==> config.mk <==
export PLATFORM = sky130hd
export DESIGN_NAME = welding_line_sequencer
export DESIGN_NICKNAME = d
export VERILOG_FILES = /design/src/design/wls_pkg.sv /design/src/design/welding_line_sequencer.sv
export SDC_FILE = /design/constraint.sdc
export NUM_CORES = 1
export LEC_CHECK = 0
export ABC_AREA = 1
export BUFFER_PORTS_ARGS = -buffer_cell sky130_fd_sc_hd__clkbuf_2
export CAP_MARGIN = 20
export CORE_ASPECT_RATIO = 0.6
export CORE_MARGIN = 2
export CORE_UTILIZATION = 62
export CTS_CLUSTER_SIZE = 20
export DETAILED_ROUTE_END_ITERATION = 8
export GPL_ROUTABILITY_DRIVEN = 1
export GPL_TIMING_DRIVEN = 0
export MAX_ROUTING_LAYER = met4
export PLACE_DENSITY = 0.81
export SKIP_CTS_REPAIR_TIMING = 1
export SYNTH_ARGS = -nofsm -noshare
export SYNTH_HDL_FRONTEND = slang
export SYNTH_SLANG_ARGS = --single-unit
==> constraint.sdc <==
create_clock -name i_clk -period 3.6 [get_ports i_clk]
set_input_delay 0.72 -clock i_clk [delete_from_list [all_inputs] [get_ports i_clk]]
set_output_delay 0.72 -clock i_clk [all_outputs]
set_load 0.01 [all_outputs]
==> src/design/wls_pkg.sv <==
package wls_pkg;

    localparam int STEP_BITS  = 16;
    localparam int CFG_W      = 16;
    localparam int CMP_W      = (STEP_BITS > CFG_W + 1) ? STEP_BITS : CFG_W + 1;
    localparam int IN_TDATA_W  = 8;
    localparam int OUT_TDATA_W = 16;

    typedef logic [3:0] t_cmd;

    localparam t_cmd CMD_NONE      = 4'd0;
    localparam t_cmd CMD_POWER_OFF = 4'd1;
    localparam t_cmd CMD_CLAMP     = 4'd2;
    localparam t_cmd CMD_RELEASE   = 4'd3;
    localparam t_cmd CMD_POINT_POS = 4'd4;
    localparam t_cmd CMD_DROP      = 4'd5;
    localparam t_cmd CMD_WELD      = 4'd6;
    localparam t_cmd CMD_RIGHT     = 4'd7;
    localparam t_cmd CMD_LEFT      = 4'd8;
    localparam t_cmd CMD_UP        = 4'd9;
    localparam t_cmd CMD_DOWN      = 4'd10;

    // config register indexes
    typedef enum logic [1:0] {
        REG_CENTER_STEPS = 2'd0,
        REG_POINT_ONE    = 2'd1,
        REG_POINT_TWO    = 2'd2,
        REG_POINT_THREE  = 2'd3
    } t_reg_idx;

    // one-hot phase encoding; phase_num() gives the dense code seen outside
    typedef enum logic [15:0] {
        PH_OFF        = 16'h0001,
        PH_ON         = 16'h0002,
        PH_WAIT_OBJ   = 16'h0004,
        PH_BEGIN      = 16'h0008,
        PH_POSITION   = 16'h0010,
        PH_NEXT_POINT = 16'h0020,
        PH_FREE       = 16'h0040,
        PH_WAIT_FREE  = 16'h0080,
        PH_FIND       = 16'h0100,
        PH_POINT_POS  = 16'h0200,
        PH_NOT_FOUND  = 16'h0400,
        PH_DOWN       = 16'h0800,
        PH_WELD       = 16'h1000,
        PH_UP         = 16'h2000,
        PH_HOME       = 16'h4000,
        PH_MOVE       = 16'h8000
    } t_phase;

    localparam logic [3:0] PHASE_OFF_NUM = 4'd0;

    function automatic logic [3:0] phase_num(input t_phase ph);
        logic [3:0] num;
        num = PHASE_OFF_NUM;
        unique case (ph)
            PH_OFF:        num = 4'd0;
            PH_ON:         num = 4'd1;
            PH_WAIT_OBJ:   num = 4'd2;
            PH_BEGIN:      num = 4'd3;
            PH_POSITION:   num = 4'd4;
            PH_NEXT_POINT: num = 4'd5;
            PH_FREE:       num = 4'd6;
            PH_WAIT_FREE:  num = 4'd7;
            PH_FIND:       num = 4'd8;
            PH_POINT_POS:  num = 4'd9;
            PH_NOT_FOUND:  num = 4'd10;
            PH_DOWN:       num = 4'd11;
            PH_WELD:       num = 4'd12;
            PH_UP:         num = 4'd13;
            PH_HOME:       num = 4'd14;
            PH_MOVE:       num = 4'd15;
            default:       num = PHASE_OFF_NUM;
        endcase
        return num;
    endfunction

endpackage

==> src/design/welding_line_sequencer.sv <==
// Welding line sequencer: control FSM for a three-point welding station.
//
// Slave stream: one transfer per control tick, carrying the sensor snapshot
// and the power-off flag. Master stream: one actuator command per tick,
// with the phase after that tick and the halted flag.
// Config port: i_cfg_we/i_cfg_idx/i_cfg_data write center_steps (0) and the
// three signed point offsets (1..3); values act on the next tick that reads
// them. Write only while the block is idle.
//
// Output: a command is registered and appears on the master side in the
// cycle after its tick is transferred in. Throughput: one tick per cycle
// while the output is not stalled; the whole state update is one pass of the
// phase decoder between the state registers and the output register.
// Stall: s_axis_tready stays high while the output register is empty or is
// being drained, so a held result does not block the tick behind it only
// when the receiver takes it in the same cycle.
// Reset (i_rst_n low, synchronous): output empty, phase = start, step count
// and flags cleared, config registers zero. After the power-off command the
// block stays halted and answers every tick with command none, phase off.
module welding_line_sequencer
    import wls_pkg::*;
(
    input  logic                   i_clk,
    input  logic                   i_rst_n,
    input  logic                   s_axis_tvalid,
    output logic                   s_axis_tready,
    // [0] object_arriving [1] object_in_place [2] head_home_left
    // [3] head_not_home [4] head_top [5] head_bottom [6] point_found
    // [7] power_off_request
    input  logic [IN_TDATA_W-1:0]  s_axis_tdata,
    output logic                   m_axis_tvalid,
    input  logic                   m_axis_tready,
    // [3:0] command [7:4] phase [8] halted [15:9] zero
    output logic [OUT_TDATA_W-1:0] m_axis_tdata,
    input  logic                   i_cfg_we,
    input  logic [1:0]             i_cfg_idx,
    input  logic [CFG_W-1:0]       i_cfg_data
);

    // configuration
    logic        [CFG_W-1:0] r_center_steps;
    logic signed [CFG_W-1:0] r_offset [3];

    // control state
    t_phase               r_phase,        n_phase;
    t_phase               r_ret_move,     n_ret_move;
    t_phase               r_ret_home,     n_ret_home;
    t_cmd                 r_move_dir,     n_move_dir;
    logic [STEP_BITS-1:0] r_step_count,   n_step_count;
    logic [1:0]           r_point_idx,    n_point_idx;   // 2'b11 = none
    logic                 r_raised,       n_raised;
    logic                 r_entry_latch,  n_entry_latch;
    logic                 r_stopped,      n_stopped;

    // output register
    logic       r_out_valid;
    t_cmd       r_out_cmd,    n_out_cmd;
    logic [3:0] r_out_phase,  n_out_phase;
    logic       r_out_halted;

    logic in_xfer;

    // sensor fields
    logic arriving, in_place, home_left, not_home, top, bottom, found, power_off;
    assign arriving  = s_axis_tdata[0];
    assign in_place  = s_axis_tdata[1];
    assign home_left = s_axis_tdata[2];
    assign not_home  = s_axis_tdata[3];
    assign top       = s_axis_tdata[4];
    assign bottom    = s_axis_tdata[5];
    assign found     = s_axis_tdata[6];
    assign power_off = s_axis_tdata[7];

    assign s_axis_tready = !r_out_valid || m_axis_tready;
    assign in_xfer       = s_axis_tvalid && s_axis_tready;

    // target of the current point: magnitude and direction of its offset
    logic signed [CFG_W-1:0] cur_offset;
    logic                    off_neg;
    logic [CFG_W:0]          off_mag;
    logic                    step_at_max;
    logic                    raised_now;

    always_comb begin
        unique case (r_point_idx)
            2'd0:    cur_offset = r_offset[0];
            2'd1:    cur_offset = r_offset[1];
            default: cur_offset = r_offset[2];
        endcase
    end

    assign off_neg     = cur_offset[CFG_W-1];
    assign off_mag     = off_neg ? ((CFG_W+1)'(1) << CFG_W) - {1'b0, cur_offset}
                                 : {1'b0, cur_offset};
    assign step_at_max = &r_step_count;
    assign raised_now  = r_raised || (!bottom && top);

    always_comb begin
        n_phase       = r_phase;
        n_ret_move    = r_ret_move;
        n_ret_home    = r_ret_home;
        n_move_dir    = r_move_dir;
        n_step_count  = r_step_count;
        n_point_idx   = r_point_idx;
        n_raised      = r_raised;
        n_entry_latch = r_entry_latch;
        n_stopped     = r_stopped;
        n_out_cmd     = CMD_NONE;

        if (!r_stopped) begin
            unique case (r_phase)
                PH_OFF: begin
                    n_out_cmd = CMD_POWER_OFF;
                    n_stopped = 1'b1;
                end
                PH_ON: begin
                    n_ret_home = PH_WAIT_OBJ;
                    n_phase    = PH_HOME;
                    n_raised   = 1'b0;
                end
                PH_WAIT_OBJ: begin
                    n_entry_latch = arriving;
                    if (arriving) begin
                        n_phase = PH_BEGIN;
                    end
                end
                PH_BEGIN: begin
                    n_entry_latch = arriving;
                    if (in_place && !arriving) begin
                        n_out_cmd    = CMD_CLAMP;
                        n_phase      = PH_POSITION;
                        n_step_count = '0;
                        n_point_idx  = 2'b11;
                    end
                end
                PH_POSITION: begin
                    n_ret_move = PH_POSITION;
                    n_move_dir = CMD_RIGHT;
                    if (CMP_W'(r_step_count) >= CMP_W'(r_center_steps)) begin
                        n_phase = PH_NEXT_POINT;
                    end else begin
                        n_phase = PH_MOVE;
                    end
                end
                PH_NEXT_POINT: begin
                    if (r_point_idx == 2'd2) begin
                        n_phase = PH_FREE;
                    end else begin
                        n_phase      = PH_FIND;
                        n_step_count = '0;
                        n_point_idx  = r_point_idx + 2'd1;
                    end
                end
                PH_FREE: begin
                    n_out_cmd = CMD_RELEASE;
                    n_phase   = PH_WAIT_FREE;
                end
                PH_WAIT_FREE: begin
                    // tests the latched entry sensor, not the live one
                    if (!in_place && !r_entry_latch) begin
                        n_phase = PH_WAIT_OBJ;
                    end
                end
                PH_FIND: begin
                    if (r_point_idx == 2'b11) begin
                        n_phase = PH_OFF;
                    end else begin
                        n_ret_move = PH_FIND;
                        n_move_dir = (!off_neg && cur_offset != '0) ? CMD_RIGHT : CMD_LEFT;
                        if (CMP_W'(r_step_count) == CMP_W'(off_mag)) begin
                            n_phase = PH_POINT_POS;
                        end else begin
                            n_phase = PH_MOVE;
                        end
                    end
                end
                PH_POINT_POS: begin
                    n_out_cmd = CMD_POINT_POS;
                    n_phase   = found ? PH_DOWN : PH_NOT_FOUND;
                end
                PH_NOT_FOUND: begin
                    n_out_cmd = CMD_DROP;
                    n_phase   = PH_WAIT_OBJ;
                end
                PH_DOWN: begin
                    n_ret_move = PH_DOWN;
                    n_move_dir = CMD_DOWN;
                    n_phase    = (bottom && !top) ? PH_WELD : PH_MOVE;
                end
                PH_WELD: begin
                    n_out_cmd = CMD_WELD;
                    n_phase   = PH_UP;
                end
                PH_UP: begin
                    n_ret_move = PH_UP;
                    n_move_dir = CMD_UP;
                    if (!bottom && top) begin
                        n_ret_home = PH_NEXT_POINT;
                        n_phase    = PH_HOME;
                        n_raised   = 1'b0;
                    end else begin
                        n_phase = PH_MOVE;
                    end
                end
                PH_HOME: begin
                    // raise first, then step left until the home limit
                    n_ret_move = PH_HOME;
                    n_raised   = raised_now;
                    n_move_dir = raised_now ? CMD_LEFT : CMD_UP;
                    if (raised_now && home_left && !not_home) begin
                        n_phase = r_ret_home;
                    end else begin
                        n_phase = PH_MOVE;
                    end
                end
                PH_MOVE: begin
                    n_out_cmd = r_move_dir;
                    if (!step_at_max) begin
                        n_step_count = r_step_count + STEP_BITS'(1);
                    end
                    n_phase = r_ret_move;
                end
                default: begin
                    n_phase = PH_OFF;
                end
            endcase

            if (!n_stopped && power_off) begin
                n_phase = PH_OFF;
            end
        end

        n_out_phase = n_stopped ? PHASE_OFF_NUM : phase_num(n_phase);
    end

    // config writes
    always_ff @(posedge i_clk) begin
        if (!i_rst_n) begin
            r_center_steps <= '0;
            r_offset[0]    <= '0;
            r_offset[1]    <= '0;
            r_offset[2]    <= '0;
        end else if (i_cfg_we) begin
            unique case (t_reg_idx'(i_cfg_idx))
                REG_CENTER_STEPS: r_center_steps <= i_cfg_data;
                REG_POINT_ONE:    r_offset[0]    <= i_cfg_data;
                REG_POINT_TWO:    r_offset[1]    <= i_cfg_data;
                REG_POINT_THREE:  r_offset[2]    <= i_cfg_data;
                default:          r_center_steps <= r_center_steps;
            endcase
        end
    end

    // control state, advanced once per input transfer
    always_ff @(posedge i_clk) begin
        if (!i_rst_n) begin
            r_phase       <= PH_ON;
            r_ret_move    <= PH_OFF;
            r_ret_home    <= PH_OFF;
            r_move_dir    <= CMD_NONE;
            r_step_count  <= '0;
            r_point_idx   <= 2'b11;
            r_raised      <= 1'b0;
            r_entry_latch <= 1'b0;
            r_stopped     <= 1'b0;
        end else if (in_xfer) begin
            r_phase       <= n_phase;
            r_ret_move    <= n_ret_move;
            r_ret_home    <= n_ret_home;
            r_move_dir    <= n_move_dir;
            r_step_count  <= n_step_count;
            r_point_idx   <= n_point_idx;
            r_raised      <= n_raised;
            r_entry_latch <= n_entry_latch;
            r_stopped     <= n_stopped;
        end
    end

    // output register
    always_ff @(posedge i_clk) begin
        if (!i_rst_n) begin
            r_out_valid <= 1'b0;
        end else if (in_xfer) begin
            r_out_valid <= 1'b1;
        end else if (m_axis_tready) begin
            r_out_valid <= 1'b0;
        end
    end

    always_ff @(posedge i_clk) begin
        if (in_xfer) begin
            r_out_cmd    <= n_out_cmd;
            r_out_phase  <= n_out_phase;
            r_out_halted <= n_stopped;
        end
    end

    assign m_axis_tvalid = r_out_valid;
    assign m_axis_tdata  = {(OUT_TDATA_W-9)'(0), r_out_halted, r_out_phase, r_out_cmd};

endmodule

* After elaboration in Yosys (flattened, before gate mapping)
Memories as Yosys holds them, arrays and structs flattened.
Index checks and enable logic that the tools add are counted.
** Cells by class
- Add/sub/neg operators :: 3
- Order comparisons :: 1
- Eq/ne operators :: 43
- Muxes and demuxes :: 57
- Bitwise operators :: 4
- Reductions and logical operators :: 38
** Operators by type and width (number)
- 2-to-1 mux 16 bit :: 19
- one-hot mux 16 bit (16 select lines) :: 1
- one-hot mux 16 bit (5 select lines) :: 1
- one-hot mux 16 bit (2 select lines) :: 2
- one-hot mux 4 bit (15 select lines) :: 1
- one-hot mux 16 bit (3 select lines) :: 1
- equality test 16 x 10 -> 1 bit (second input constant) :: 2
- equality test 16 x 11 -> 1 bit (second input constant) :: 2
- equality test 16 x 12 -> 1 bit (second input constant) :: 2
- equality test 16 x 13 -> 1 bit (second input constant) :: 2
- equality test 16 x 14 -> 1 bit (second input constant) :: 2
- equality test 16 x 15 -> 1 bit (second input constant) :: 2
- equality test 16 bit (second input constant) :: 2
- equality test 16 x 2 -> 1 bit (second input constant) :: 2
- equality test 16 x 3 -> 1 bit (second input constant) :: 2
- equality test 16 x 4 -> 1 bit (second input constant) :: 2
- equality test 16 x 5 -> 1 bit (second input constant) :: 2
- equality test 16 x 6 -> 1 bit (second input constant) :: 2
- equality test 16 x 7 -> 1 bit (second input constant) :: 2
- equality test 16 x 8 -> 1 bit (second input constant) :: 2
- equality test 16 x 9 -> 1 bit (second input constant) :: 2
- one-hot mux 4 bit (7 select lines) :: 1
- 2-to-1 mux 1 bit :: 20
- one-hot mux 4 bit (5 select lines) :: 1
- other kinds (33) :: 69
** Storage, ports and cells
- Register bits after elaboration :: 99
- Bits in writable memories :: 48
- Input port bits :: 31
- Output and inout port bits :: 18
- Logic and storage cells :: 161
- Memories kept :: 1
** Memories
- r_offset :: depth 3, width 16, read ports 3, clocked after Yosys merged registers in 0, wr ports 3, RTL line welding_line_sequencer.sv:42 : logic signed [CFG_W-1:0] r_offset [3];

* Logic depth before layout (Yosys ltp)
Gate-level depths: netlist of run 1.
- Depth after elaboration :: 12
- Mapped depth :: 29
- Mapped depth without buffers :: 27

* Worst setup path after synthesis of run 1
No wires, ideal clock.
- Path kind :: flip-flop to flip-flop
- Start point :: reg r_point_idx[0]
- End point :: reg r_out_phase[2], data pin
- Library setup time :: 0.255 ns
- Data arrival time :: 2.796 ns
- Required time :: 3.345 ns
- Slack :: 0.549 ns
- Cell stages (with the launch flop) :: 28
- Buffers on the path :: 2
- Period minus slack after synthesis :: 3.051 ns
- Cell sequence :: dfxtp_1 inv_1 ha_1 buf_6 buf_6 nand2_1 nand2_1 a21oi_2 ha_1 nand3_1 inv_1 nand2_1 nor2_2 nand3_2 nand2_1 nand2_1 nand2_1 inv_2 nor2_1 nand3_2 nand2_4 nand3_4 nand2_1 o21ai_1 nand2_1 nand2_1 nor2_1 nor2_1
** On the way
- Longest elaborated chain between the ends :: 12
- Elaborated cells between the ends (all ways) :: 30
- Those cells by class :: add/sub: 1; eq/ne: 19; mux: 9; reduce/logical: 1
** Ends and longest elaborated chain
- from (decl) :: RTL line welding_line_sequencer.sv:50 : logic [1:0] r_point_idx, n_point_idx;
- from (signal assigned) :: RTL line welding_line_sequencer.sv:272 : r_point_idx <= n_point_idx;
- equality test 2 x 1 -> 1 bit / zero test 2 bit (equally long branches) :: RTL line welding_line_sequencer.sv:85 : unique case (r_point_idx)
- one-hot mux 16 bit (2 select lines) :: RTL line welding_line_sequencer.sv:85
- subtractor 17 x 16 -> 17 bit :: RTL line welding_line_sequencer.sv:93 : assign off_mag = off_neg ? ((CFG_W+1)'(1) << CFG_W) - {1'b0, cur_offset}
- 2-to-1 mux 17 bit :: RTL line welding_line_sequencer.sv:93
- equality test 16 x 17 -> 1 bit :: RTL line welding_line_sequencer.sv:170 : if (CMP_W'(r_step_count) == CMP_W'(off_mag)) begin
- 2-to-1 mux 16 bit :: RTL line welding_line_sequencer.sv:170
- 2-to-1 mux 16 bit :: RTL line welding_line_sequencer.sv:165 : if (r_point_idx == 2'b11) begin
- one-hot mux 16 bit (16 select lines) * :: RTL line welding_line_sequencer.sv:111 : unique case (r_phase)
- 2-to-1 mux 16 bit * :: RTL line welding_line_sequencer.sv:228 : if (!n_stopped && power_off) begin
- 2-to-1 mux 16 bit * :: RTL line welding_line_sequencer.sv:110 : if (!r_stopped) begin
- equality test 16 bit, or another cell as far along :: RTL line wls_pkg.sv:56 : unique case (ph)
- one-hot mux 4 bit (15 select lines) * :: RTL line wls_pkg.sv:56
- to (signal assigned) :: RTL line welding_line_sequencer.sv:293 : r_out_phase <= n_out_phase;
- to (decl) :: RTL line welding_line_sequencer.sv:58 : logic [3:0] r_out_phase, n_out_phase;
Mark *: on every way between the ends. The rest lies on a longest branch, timed or not.
A chain may end at the register's enable or synchronous reset.

* Final worst setup path of run 1
- Start point :: reg r_point_idx[0]
- End point :: reg r_out_phase[0], data pin
Same word-level chain as after synthesis.

==> results of run 1 <==
worst max path at each step:
stage,from,to,slack [ns],cells after the start
global placement,r_point_idx[0],r_out_phase[1],-0.05,27
detailed placement,r_point_idx[0],r_out_phase[1],-0.11,27
global route,r_point_idx[1],r_out_phase[1],-0.1,27
finish,r_point_idx[0],r_out_phase[0],0.07,23
floorplan,r_point_idx[0],r_out_phase[2],0.55,27
CTS,r_point_idx[0],r_out_phase[1],-0.17,27
layout make-up:
class	instances	share of cell area [%]
Inverter	163	6.66
Timing Repair Buffer	54	3.42
Clock buffer	18	4.65
Buffer	34	2.58
Sequential cell	124	33.2
Clock inverter	14	1.95
Multi-Input combinational cell	758	45.3
Tap cell	165	2.24
cells by family (layout without fill, tap and decap cells):
| logic type | count (synthesis) | count (layout) |
|---|---|---|
| AO/OA/AOI/OAI | 165 | 165 |
| XOR/XNOR | 13 | 13 |
| adder cells (fa/ha/maj) | 22 | 22 |
| buffers and inverters | 198 | 283 |
| flip-flops | 124 | 124 |
| other | 1 | 7 |
| AND/OR/NAND/NOR | 551 | 551 |
Yosys cell counts, types with 6 or more instances:
library cell  instances  share of area (%)
nand2_1             243                 12
inv_1               144                6.9
nor2_1              105                5.0
nand3_1              88                5.6
a21oi_1              73                4.6
dfxtp_1              67                 17
edfxtp_1             57                 22
o21ai_0              49                3.1
nand2_2              24                1.9
ha_1                 22                3.5
nor3_1               21                1.3
nor2_2               17                1.3
inv_2                15               0.71
clkbuf_1             12               0.57
nand4_1              12               0.95
xor2_1               12                1.3
buf_4                11                1.0
nor2_4                9                1.3
nand3_2               8                1.0
a21oi_2               6               0.67
buf_6                 6               0.86
nand2_4               6               0.86
o21ai_1               6               0.38
o31ai_1               6               0.57
where the power goes:
part,leakage [nW],switching [mW],total (mW),internal [mW]
sequential,1.11,0.0313,1.58,1.55
combinational,2.68,0.348,0.512,0.164
clock,0.293,0.691,1.79,1.10
total,4.08,1.07,3.89,2.82
sequential cells by signal (all words and copies together), names as in the netlist:
| signal | flops |
|---|---|
| r_offset | 48 |
| r_center_steps | 16 |
| r_phase | 16 |
| r_step_count | 16 |
| r_ret_move | 6 |
| r_move_dir | 4 |
| r_out_cmd | 4 |
| r_out_phase | 4 |
| r_ret_home | 3 |
| r_point_idx | 2 |
| m_axis_tvalid | 1 |
| r_entry_latch | 1 |
| r_out_halted | 1 |
| r_raised | 1 |
| r_stopped | 1 |
per-stage QoR:
step                setup TNS (ns)  area [µm²]  std cells  setup WS, ns  hold slack (ns)
detailed placement          -0.305        8360       1286        -0.114            0.451
global placement           -0.0915        8320       1286       -0.0540            0.448
floorplan                        0        7910       1080         0.549            0.420
finish                           0        9220       1330        0.0714            0.465
CTS                         -0.501        8970       1318        -0.165            0.466
global route                -0.352        9220       1330       -0.0963            0.481
metal layers:
metal / GRT usage (%) / up-vias / share of wire [%]
met3: 12.1 / 30 / 15
met1: 54.9 / 3531 / 47
met2: 43.5 / 503 / 37
met5: - / - / 0
met4: 8.41 / 0 / 0.91
li1: - / 3661 / -
worst reg2reg max path, stage by stage, from the launching register on:
cell and delay (ns):
dfxtp_4 0.35, inv_1 0.12, ha_4 0.26, buf_8 0.18, nand2_2 0.08, nand2_1 0.11, a21oi_4 0.06, ha_2 0.22
buf_4 0.13, a21oi_1 0.19, nand3_1 0.11, nand2_1 0.10, nand3_1 0.10, nor2_1 0.15, nand3_1 0.11, nor2_2 0.13
nand3_2 0.09, nand2_4 0.11, nand3_4 0.12, nand2_2 0.14, buf_4 0.11, a21oi_1 0.07, nor2_1 0.17, a21oi_1 0.09
==> impl_metrics.yaml, run 1 <==
worst_setup_path:
  crit_buf_inv: 4
  r2r_cells: 23
  crit_required_ns: 3.76
  end_kind: "flop"
  worstPathArrival_ns: 3.69
  r2r_start: "r_point_idx[0]"
  startpoint_type: "flop"
  path_max_fanout: 10
  critPathKind: "flop to flop"
  crit_chain: "inv_1 > ha_4 > buf_8 > nand2_2 > nand2_1 > a21oi_4 > ha_2 > buf_4 > a21oi_1 > nand3_1 > nand2_1 > nand3_1 > nor2_1 > nand3_1 > nor2_2 > nand3_2 > nand2_4 > nand3_4 > nand2_2 > buf_4 > a21oi_1 > nor2_1 > a21oi_1"
  rrSetupSlack_ns: 0.07
  r2r_end: "r_out_phase[0]"
  path_delay_family: "simple AND/OR/NAND/NOR gates"
  crit_path_top_delay_cell: "dfxtp_4"
  max_stage_delay_ns: 0.35
timing:
  period_minus_slack_ns: 3.53
  hold_viol: 0
  slew_headroom_pct: 34.6
  worstMarginPinSlew_ns: 0.981
  finalSetupViolCount: 0
  drv_slew: 0
  fin_crit_sh_pct: 98.0
  clock_skew_ns: 0.0144
  clock.fmax_mhz: 283
global_route:
  grt_pass1_wl_mm: 36.0
  grtUsageTotal_pct: 35.6
  grt_pass1_vias: 6904
  grt_max_degree: 19
  antenna_found_initial: 0
  grt.overflow.total: 0
synth:
  ys_ff_latch: 124
  synth_edf_count: 57
  yosysUniqueCellTypes: 58
  synth_area_um2: 7890
  synth-simple-area-share_pct: 33.5
  synthFlopType: "dfxtp_1"
  synthArstFlopShare_pct: 0
  synth_top_family_by_area: "simple AND/OR/NAND/NOR gates"
  avgSynthCellArea_um2: 7.34
  seq_area_frac_synth_pct: 38.7
  netlist_instances: 1074
  synth_compound_area_share_pct: 12.1
  yosysWarnings: 0
  synth_xor_area_share_pct: 1.44
  synthMuxAreaShare_pct: 0
  synthAdderAreaFrac_pct: 3.49
placed_design:
  dpl.hpwl_mm: 17.4
  portBuffers: 41
  gp_congestion: 1.03
floorplan:
  num_rows: 31
  die_w_um: 150
  core_area_um2: 12200
  ios: 49
  die_h_um: 91.4
  initial_core_util_pct: 64.6
  die_area_um2: 13700
pwr:
  power_mw: 3.89
  leakage_nw: 4.08
  ir_worst_vdd_mv: 0.313
  p_per_area_nw_per_um2: 422
drt:
  first_iter_violations: 1003
  drcViolationCount: 0
  first_pass_iters: 6
  drtAntennaViolNets: 0
  via_count: 7725
  viasPerCell: 5.81
  wl_mm: 23.0
  drt-wirelength-per-cell_um: 17.3
flow_run:
  max_cap_viol_count: 0
final_layout:
  layout_commonest_cell: "nand2_1"
  nFillCells: 938
  seqCellArea_um2: 3060
  drive_above_1_share_pct: 20.4
  final_util_pct: 75.5
  nNetsFinal: 1205
  antennaDiodeCount: 0
  layout_common_cells: "nand2_1 (234), inv_1 (143), nor2_1 (100), nand3_1 (83), a21oi_1 (72)"
  multiInputGateArea_um2: 4180
  area.growth.synth_to_final_pct: 16.9
min_path:
  min_from: "r_ret_move[0]"
  worstHoldEndpoint: "r_ret_move[0]"
  worstHoldPathCells: 2
  hold_path_class: "flop to flop"
clocking:
  cts.sinks: 124
  clk_pin_slew_worst_paths_ns: 0.06
  cts_buffers: 17
  cts.root.buffer_cell: "clkbuf_16"
  clock_latency_ns: 0.42
  htreeDepth: 4
  cts_tree: "done"
  clockBufferDepth: 2
status:
  run_status: "finished clean"
Power figures use the tool's default switching activity.
==> run 2: changes to the inputs <==
--- a/config.mk
+++ b/config.mk
@@ -7,7 +7,7 @@
 export LEC_CHECK = 0
 export ABC_AREA = 1
 export BUFFER_PORTS_ARGS = -buffer_cell sky130_fd_sc_hd__clkbuf_2
-export CAP_MARGIN = 20
+export CAP_MARGIN = 5
 export CORE_ASPECT_RATIO = 0.6
 export CORE_MARGIN = 2
 export CORE_UTILIZATION = 62
@@ -17,6 +17,7 @@
 export GPL_TIMING_DRIVEN = 0
 export MAX_ROUTING_LAYER = met4
 export PLACE_DENSITY = 0.81
+export RECOVER_POWER = 25
 export SKIP_CTS_REPAIR_TIMING = 1
 export SYNTH_ARGS = -nofsm -noshare
 export SYNTH_HDL_FRONTEND = slang
==> run 2 against run 1 <==
  * Combinational power about the same
  * Worst setup slack better by 0.013 ns
  * Global-route usage unchanged
  * Sequential share of layout area increased by 0.077 points
  * Wire length up 0.41%
  * Worst hold slack worse by 0.00054 ns
  * Critical path depth rose by 3
  * Flip-flop and latch count is the same
==> impl_metrics.yaml, run 2 (synthesis gave the netlist of run 1 again) <==
worst_setup_path:
  path_max_fanout: 8
  worstPathArrival_ns: 3.68
  startpoint_type: "flop"
  end_kind: "flop"
  critPathKind: "flop to flop"
  crit_required_ns: 3.77
pwr:
  clkPwrFrac_pct: 46.3
  pwr-share-seq_pct: 40.6
  power.switching_mw: 1.08
  p_int_mw: 2.82
  ir_worst_vdd_mv: 0.320
  leakage_nw: 4.04
  p_per_area_nw_per_um2: 423
  p_comb_share_pct: 13.1
  switching_share_pct: 27.7
  power_mw: 3.89
status:
  run_status: "finished clean"
final_layout:
  nNetsFinal: 1205
  antennaDiodeCount: 0
  finalInstanceArea_um2: 9200
  nFillCells: 943
  area.growth.synth_to_final_pct: 16.6
  final_util_pct: 75.3
  layout_commonest_cell: "nand2_1"
  regMostFlops: "r_offset"
  layout_common_cells: "nand2_1 (235), inv_1 (143), nor2_1 (100), nand3_1 (83), a21oi_1 (72)"
  drive_above_1_share_pct: 19.2
  fin_cells: 1330
  largest_register_ffs: 48
placed_design:
  placedCellCount: 1286
  dpl.hpwl_mm: 17.4
  portBuffers: 41
  gp_congestion: 1.03
  place_area_um2: 8360
timing:
  clock.fmax_mhz: 284
  hold_slack_ns: 0.465
  period_minus_slack_ns: 3.52
  slew_headroom_pct: 33.4
  worstMarginPinSlew_ns: 0.999
  drv_slew: 0
  fin_crit_sh_pct: 97.7
  hold_viol: 0
  clock_skew_ns: 0.0157
  finalSetupViolCount: 0
drt:
  drtAntennaViolNets: 0
  via_count: 7714
  first_pass_iters: 6
  drcViolationCount: 0
  viasPerCell: 5.80
  first_iter_violations: 951
  drt-wirelength-per-cell_um: 17.4
  wl_mm: 23.1
clocking:
  cts_buffers: 17
  cts.root.buffer_cell: "clkbuf_16"
  cts_tree: "done"
  clockBufferDepth: 2
  cts.sinks: 124
  clk_pin_slew_worst_paths_ns: 0.06
  htreeDepth: 4
  clock_latency_ns: 0.43
global_route:
  grt_pass1_vias: 6904
  grt.overflow.total: 0
  grtUsageTotal_pct: 35.6
  antenna_found_initial: 0
  grt_pass1_wl_mm: 36.0
  grt_max_degree: 19
floorplan:
  ios: 49
  initial_core_util_pct: 64.6
  die_w_um: 150
  core_area_um2: 12200
  num_rows: 31
  die_h_um: 91.4
  die_area_um2: 13700
min_path:
  hold_path_class: "flop to flop"
flow_run:
  max_cap_viol_count: 0
-- run 2: cell types whose count changed in the layout (fill, tap and decap cells not counted), sizes merged --
cell,previous run,this run
buf,35,34
clkbuf,71,72
-- run 2: worst paths after layout --
path | start | end | slack (ns) | cells past startpoint
worst max-delay path | r_point_idx[1] | r_out_phase[0] | 0.08 | 26
worst min-delay path | r_ret_move[0] | r_ret_move[0] | 0.46 | 2
worst max register to register | r_point_idx[1] | r_out_phase[0] | 0.08 | 26
worst min register to register | r_ret_move[0] | r_ret_move[0] | 0.46 | 2
-- run 2: power groups by stage --
stage,registers (mW),clock network [mW],logic [mW]
2_1_floorplan,1.61,0,0.331
3_3_place_gp,1.61,0,0.451
3_5_place_dp,1.61,0,0.467
4_1_cts,1.58,1.80,0.472
5_1_grt,1.59,1.85,0.560
6_report,1.58,1.80,0.511
-- run 2: per-stage QoR --
stage	setup slack, ns	setup TNS (ns)
final	0.0844	0
after global routing	-0.0963	-0.352
after CTS	-0.165	-0.501
after detailed placement	-0.114	-0.305
after global placement	-0.0540	-0.0915
after floorplan	0.549	0
-- run 2: metal layers --
layer / GRT usage (%) / routed length, µm / up-vias
met3: 12.1 / 3430 / 33
met5: - / 0 / -
met2: 43.5 / 8540 / 492
li1: - / - / 3662
met4: 8.41 / 271 / 0
met1: 54.9 / 10900 / 3527
-- run 2: layout make-up --
| class | count | area, µm² | share of cell area (%) |
|---|---|---|---|
| multi-input combinational | 758 | 4180 | 45.4 |
| sequential | 124 | 3060 | 33.2 |
| inverter | 163 | 614 | 6.68 |
| clock buffer | 18 | 429 | 4.66 |
| timing repair buffer | 54 | 300 | 3.26 |
| buffer | 34 | 234 | 2.54 |
| tap | 165 | 206 | 2.24 |
| clock inverter | 14 | 180 | 1.96 |
-- run 2: critical path, cell delays in order (launching register included) --
cell	delay, ns
dfxtp_2	0.35
inv_2	0.06
ha_2	0.17
buf_6	0.14
buf_8	0.12
nand2_2	0.08
nand2_1	0.10
a21oi_4	0.18
ha_2	0.24
nand3_4	0.10
nor2_4	0.18
nand2_2	0.09
nand2_1	0.07
nand2_1	0.07
nand2_2	0.08
inv_1	0.05
nor2_2	0.08
nand2_1	0.06
nor2_2	0.14
nand3_2	0.10
nand2_4	0.11
nand3_4	0.12
nand2_2	0.14
buf_4	0.11
a21oi_1	0.07
nor2_1	0.17
a21oi_1	0.09
==> run 3: changes to the inputs <==
--- a/config.mk
+++ b/config.mk
@@ -10,13 +10,13 @@
 export CAP_MARGIN = 5
 export CORE_ASPECT_RATIO = 0.6
 export CORE_MARGIN = 2
-export CORE_UTILIZATION = 62
+export CORE_UTILIZATION = 56
 export CTS_CLUSTER_SIZE = 20
 export DETAILED_ROUTE_END_ITERATION = 8
 export GPL_ROUTABILITY_DRIVEN = 1
 export GPL_TIMING_DRIVEN = 0
 export MAX_ROUTING_LAYER = met4
-export PLACE_DENSITY = 0.81
+export PLACE_DENSITY = 0.77
 export RECOVER_POWER = 25
 export SKIP_CTS_REPAIR_TIMING = 1
 export SYNTH_ARGS = -nofsm -noshare
==> constraint.sdc (replaced) <==
create_clock -name i_clk -period 3 [get_ports i_clk]
set_input_delay 0.6 -clock i_clk [delete_from_list [all_inputs] [get_ports i_clk]]
set_output_delay 0.6 -clock i_clk [all_outputs]
set_load 0.01 [all_outputs]
==> run 3 against run 2 <==
  * The flow now finishes with violations (negative setup slack)
  * Non-clock buffer count grew 6
  * Clock power grew 32%
  * Largest cell class unchanged
  * Register-to-register slack lost 0.59 ns
==> impl_metrics.yaml, run 3 (synthesis gave the netlist of run 1 again) <==
final_layout:
  antennaDiodeCount: 0
  nNetsFinal: 1211
  area.growth.synth_to_final_pct: 20.7
  nFillCells: 1109
  layout_commonest_cell: "nand2_1"
  drive_above_1_share_pct: 21.7
  final_util_pct: 69.4
  finalInstanceArea_um2: 9520
  largest_register_ffs: 48
  layout_common_cells: "nand2_1 (229), inv_1 (141), nor2_1 (93), nand3_1 (81), a21oi_1 (69)"
  fin_cells: 1363
  regMostFlops: "r_offset"
worst_setup_path:
  timing.critical_path.from: "r_step_count[15]"
  end_kind: "flop"
  worstPathArrival_ns: 3.68
  critPathKind: "flop to flop"
  startpoint_type: "flop"
  crit_required_ns: 3.18
  r2r_start: "r_step_count[15]"
  rrSetupSlack_ns: -0.50
  path_max_fanout: 6
clocking:
  clk_pin_slew_worst_paths_ns: 0.07
  cts_buffers: 17
  cts.root.buffer_cell: "clkbuf_16"
  cts.sinks: 124
  htreeDepth: 4
  clockBufferDepth: 2
  clock_latency_ns: 0.42
  cts_tree: "done"
drt:
  drt-wirelength-per-cell_um: 17.4
  drcViolationCount: 0
  first_iter_violations: 968
  viasPerCell: 5.63
  wl_mm: 23.7
  drtAntennaViolNets: 0
  first_pass_iters: 5
  via_count: 7675
pwr:
  switching_share_pct: 27.3
  leakage_nw: 4.12
  p_comb_share_pct: 12.9
  pwr-share-seq_pct: 38.7
  clkPwrFrac_pct: 48.4
  power.switching_mw: 1.34
  p_per_area_nw_per_um2: 516
  ir_worst_vdd_mv: 0.404
  p_int_mw: 3.57
placed_design:
  gp_congestion: 0.975
  place_area_um2: 8410
  portBuffers: 41
  pre_cts_ws_ns: -0.662
  placedCellCount: 1313
  dpl.hpwl_mm: 17.5
timing:
  slew_headroom_pct: 33.5
  hold_viol: 0
  worstMarginPinSlew_ns: 0.997
  rsz0062_at_grt: "true"
  clock_skew_ns: 0.0123
  period_minus_slack_ns: 3.50
  drv_slew: 0
  clock.fmax_mhz: 285
  setup_slack_ns: -0.503
  fin_crit_sh_pct: 117
  finalSetupViolCount: 5
floorplan:
  ios: 49
  core_area_um2: 13700
  die_h_um: 95.9
  die_w_um: 157
  die_area_um2: 15100
  num_rows: 33
  initial_core_util_pct: 57.5
global_route:
  grt_max_degree: 19
  antenna_found_initial: 0
  grt_pass1_vias: 6653
  grt.overflow.total: 0
  grt_pass1_wl_mm: 35.5
  grtUsageTotal_pct: 32.3
min_path:
  hold_path_class: "primary input to flop"
  min_from: "i_cfg_data[10]"
status:
  run_status: "finished, violations left"
  violations: "negative setup slack"
flow_run:
  max_cap_viol_count: 0
-- run 3: cell count changes in the layout (fill, tap and decap cells not counted), moves of 4 or more --
cell     previous run  this run
buf_4              22        29
inv_8               0         4
nand2_1           235       229
nor2_1            100        93
nor2_4             10        15
-- run 3: final cells by class --
type	instances	area [µm²]	share of cell area, %
clock inverters	15	246	2.59
inverters	163	623	6.55
repair buffers	59	324	3.40
well taps	192	240	2.52
clock buffers	17	425	4.47
flip-flops and latches	124	3060	32.1
multi-input cells	758	4330	45.5
plain buffers	35	272	2.85
-- run 3: power groups by stage --
| stage | Combinational, mW | Sequential, mW | Clock [mW] |
|---|---|---|---|
| 2_1_floorplan | 0.399 | 1.93 | 0 |
| 3_3_place_gp | 0.548 | 1.93 | 0 |
| 3_5_place_dp | 0.563 | 1.93 | 0 |
| 4_1_cts | 0.571 | 1.90 | 2.37 |
| 5_1_grt | 0.689 | 1.91 | 2.45 |
| 6_report | 0.632 | 1.90 | 2.38 |
-- run 3: worst max-delay path, cell delays in order (launching register included) --
cell	delay, ns
dfxtp_1	0.40
ha_1	0.34
nand2_1	0.06
inv_1	0.05
nand3_1	0.08
nor3_1	0.45
nand3_1	0.19
nand3_1	0.19
nor2_1	0.06
o31ai_1	0.60
nand3_4	0.25
nand2_2	0.14
o21ai_2	0.06
nand2_2	0.10
nand3_2	0.09
nor2_2	0.14
nor2_1	0.06
-- run 3: worst paths after layout --
path                            cells past startpoint                  to
worst max-delay path                               16      r_out_phase[1]
worst min-delay path                                3  r_center_steps[10]
worst max register to register                     16      r_out_phase[1]
worst min register to register                      2       r_ret_move[4]
-- run 3: through the flow --
stage | total power [mW] | TNS (ns) | hold WS, ns
floorplan | 2.33 | 0 | 0.420
global placement | 2.48 | -17.12 | 0.446
detailed placement | 2.50 | -2.75 | 0.448
CTS | 4.84 | -3.07 | 0.418
global route | 5.05 | -3.13 | 0.420
finish | 4.91 | -2.04 | 0.418
-- run 3: per-layer routing --
| metal | routed length, µm | GRT usage (%) | vias to the layer above | part of all wire (%) |
|---|---|---|---|---|
| li1 | - | - | 3669 | - |
| met1 | 11000 | 48.8 | 3535 | 47 |
| met2 | 9000 | 41.0 | 441 | 38 |
| met3 | 3430 | 10.2 | 30 | 14 |
| met4 | 233 | 7.50 | 0 | 0.98 |
| met5 | 0 | - | - | 0 |
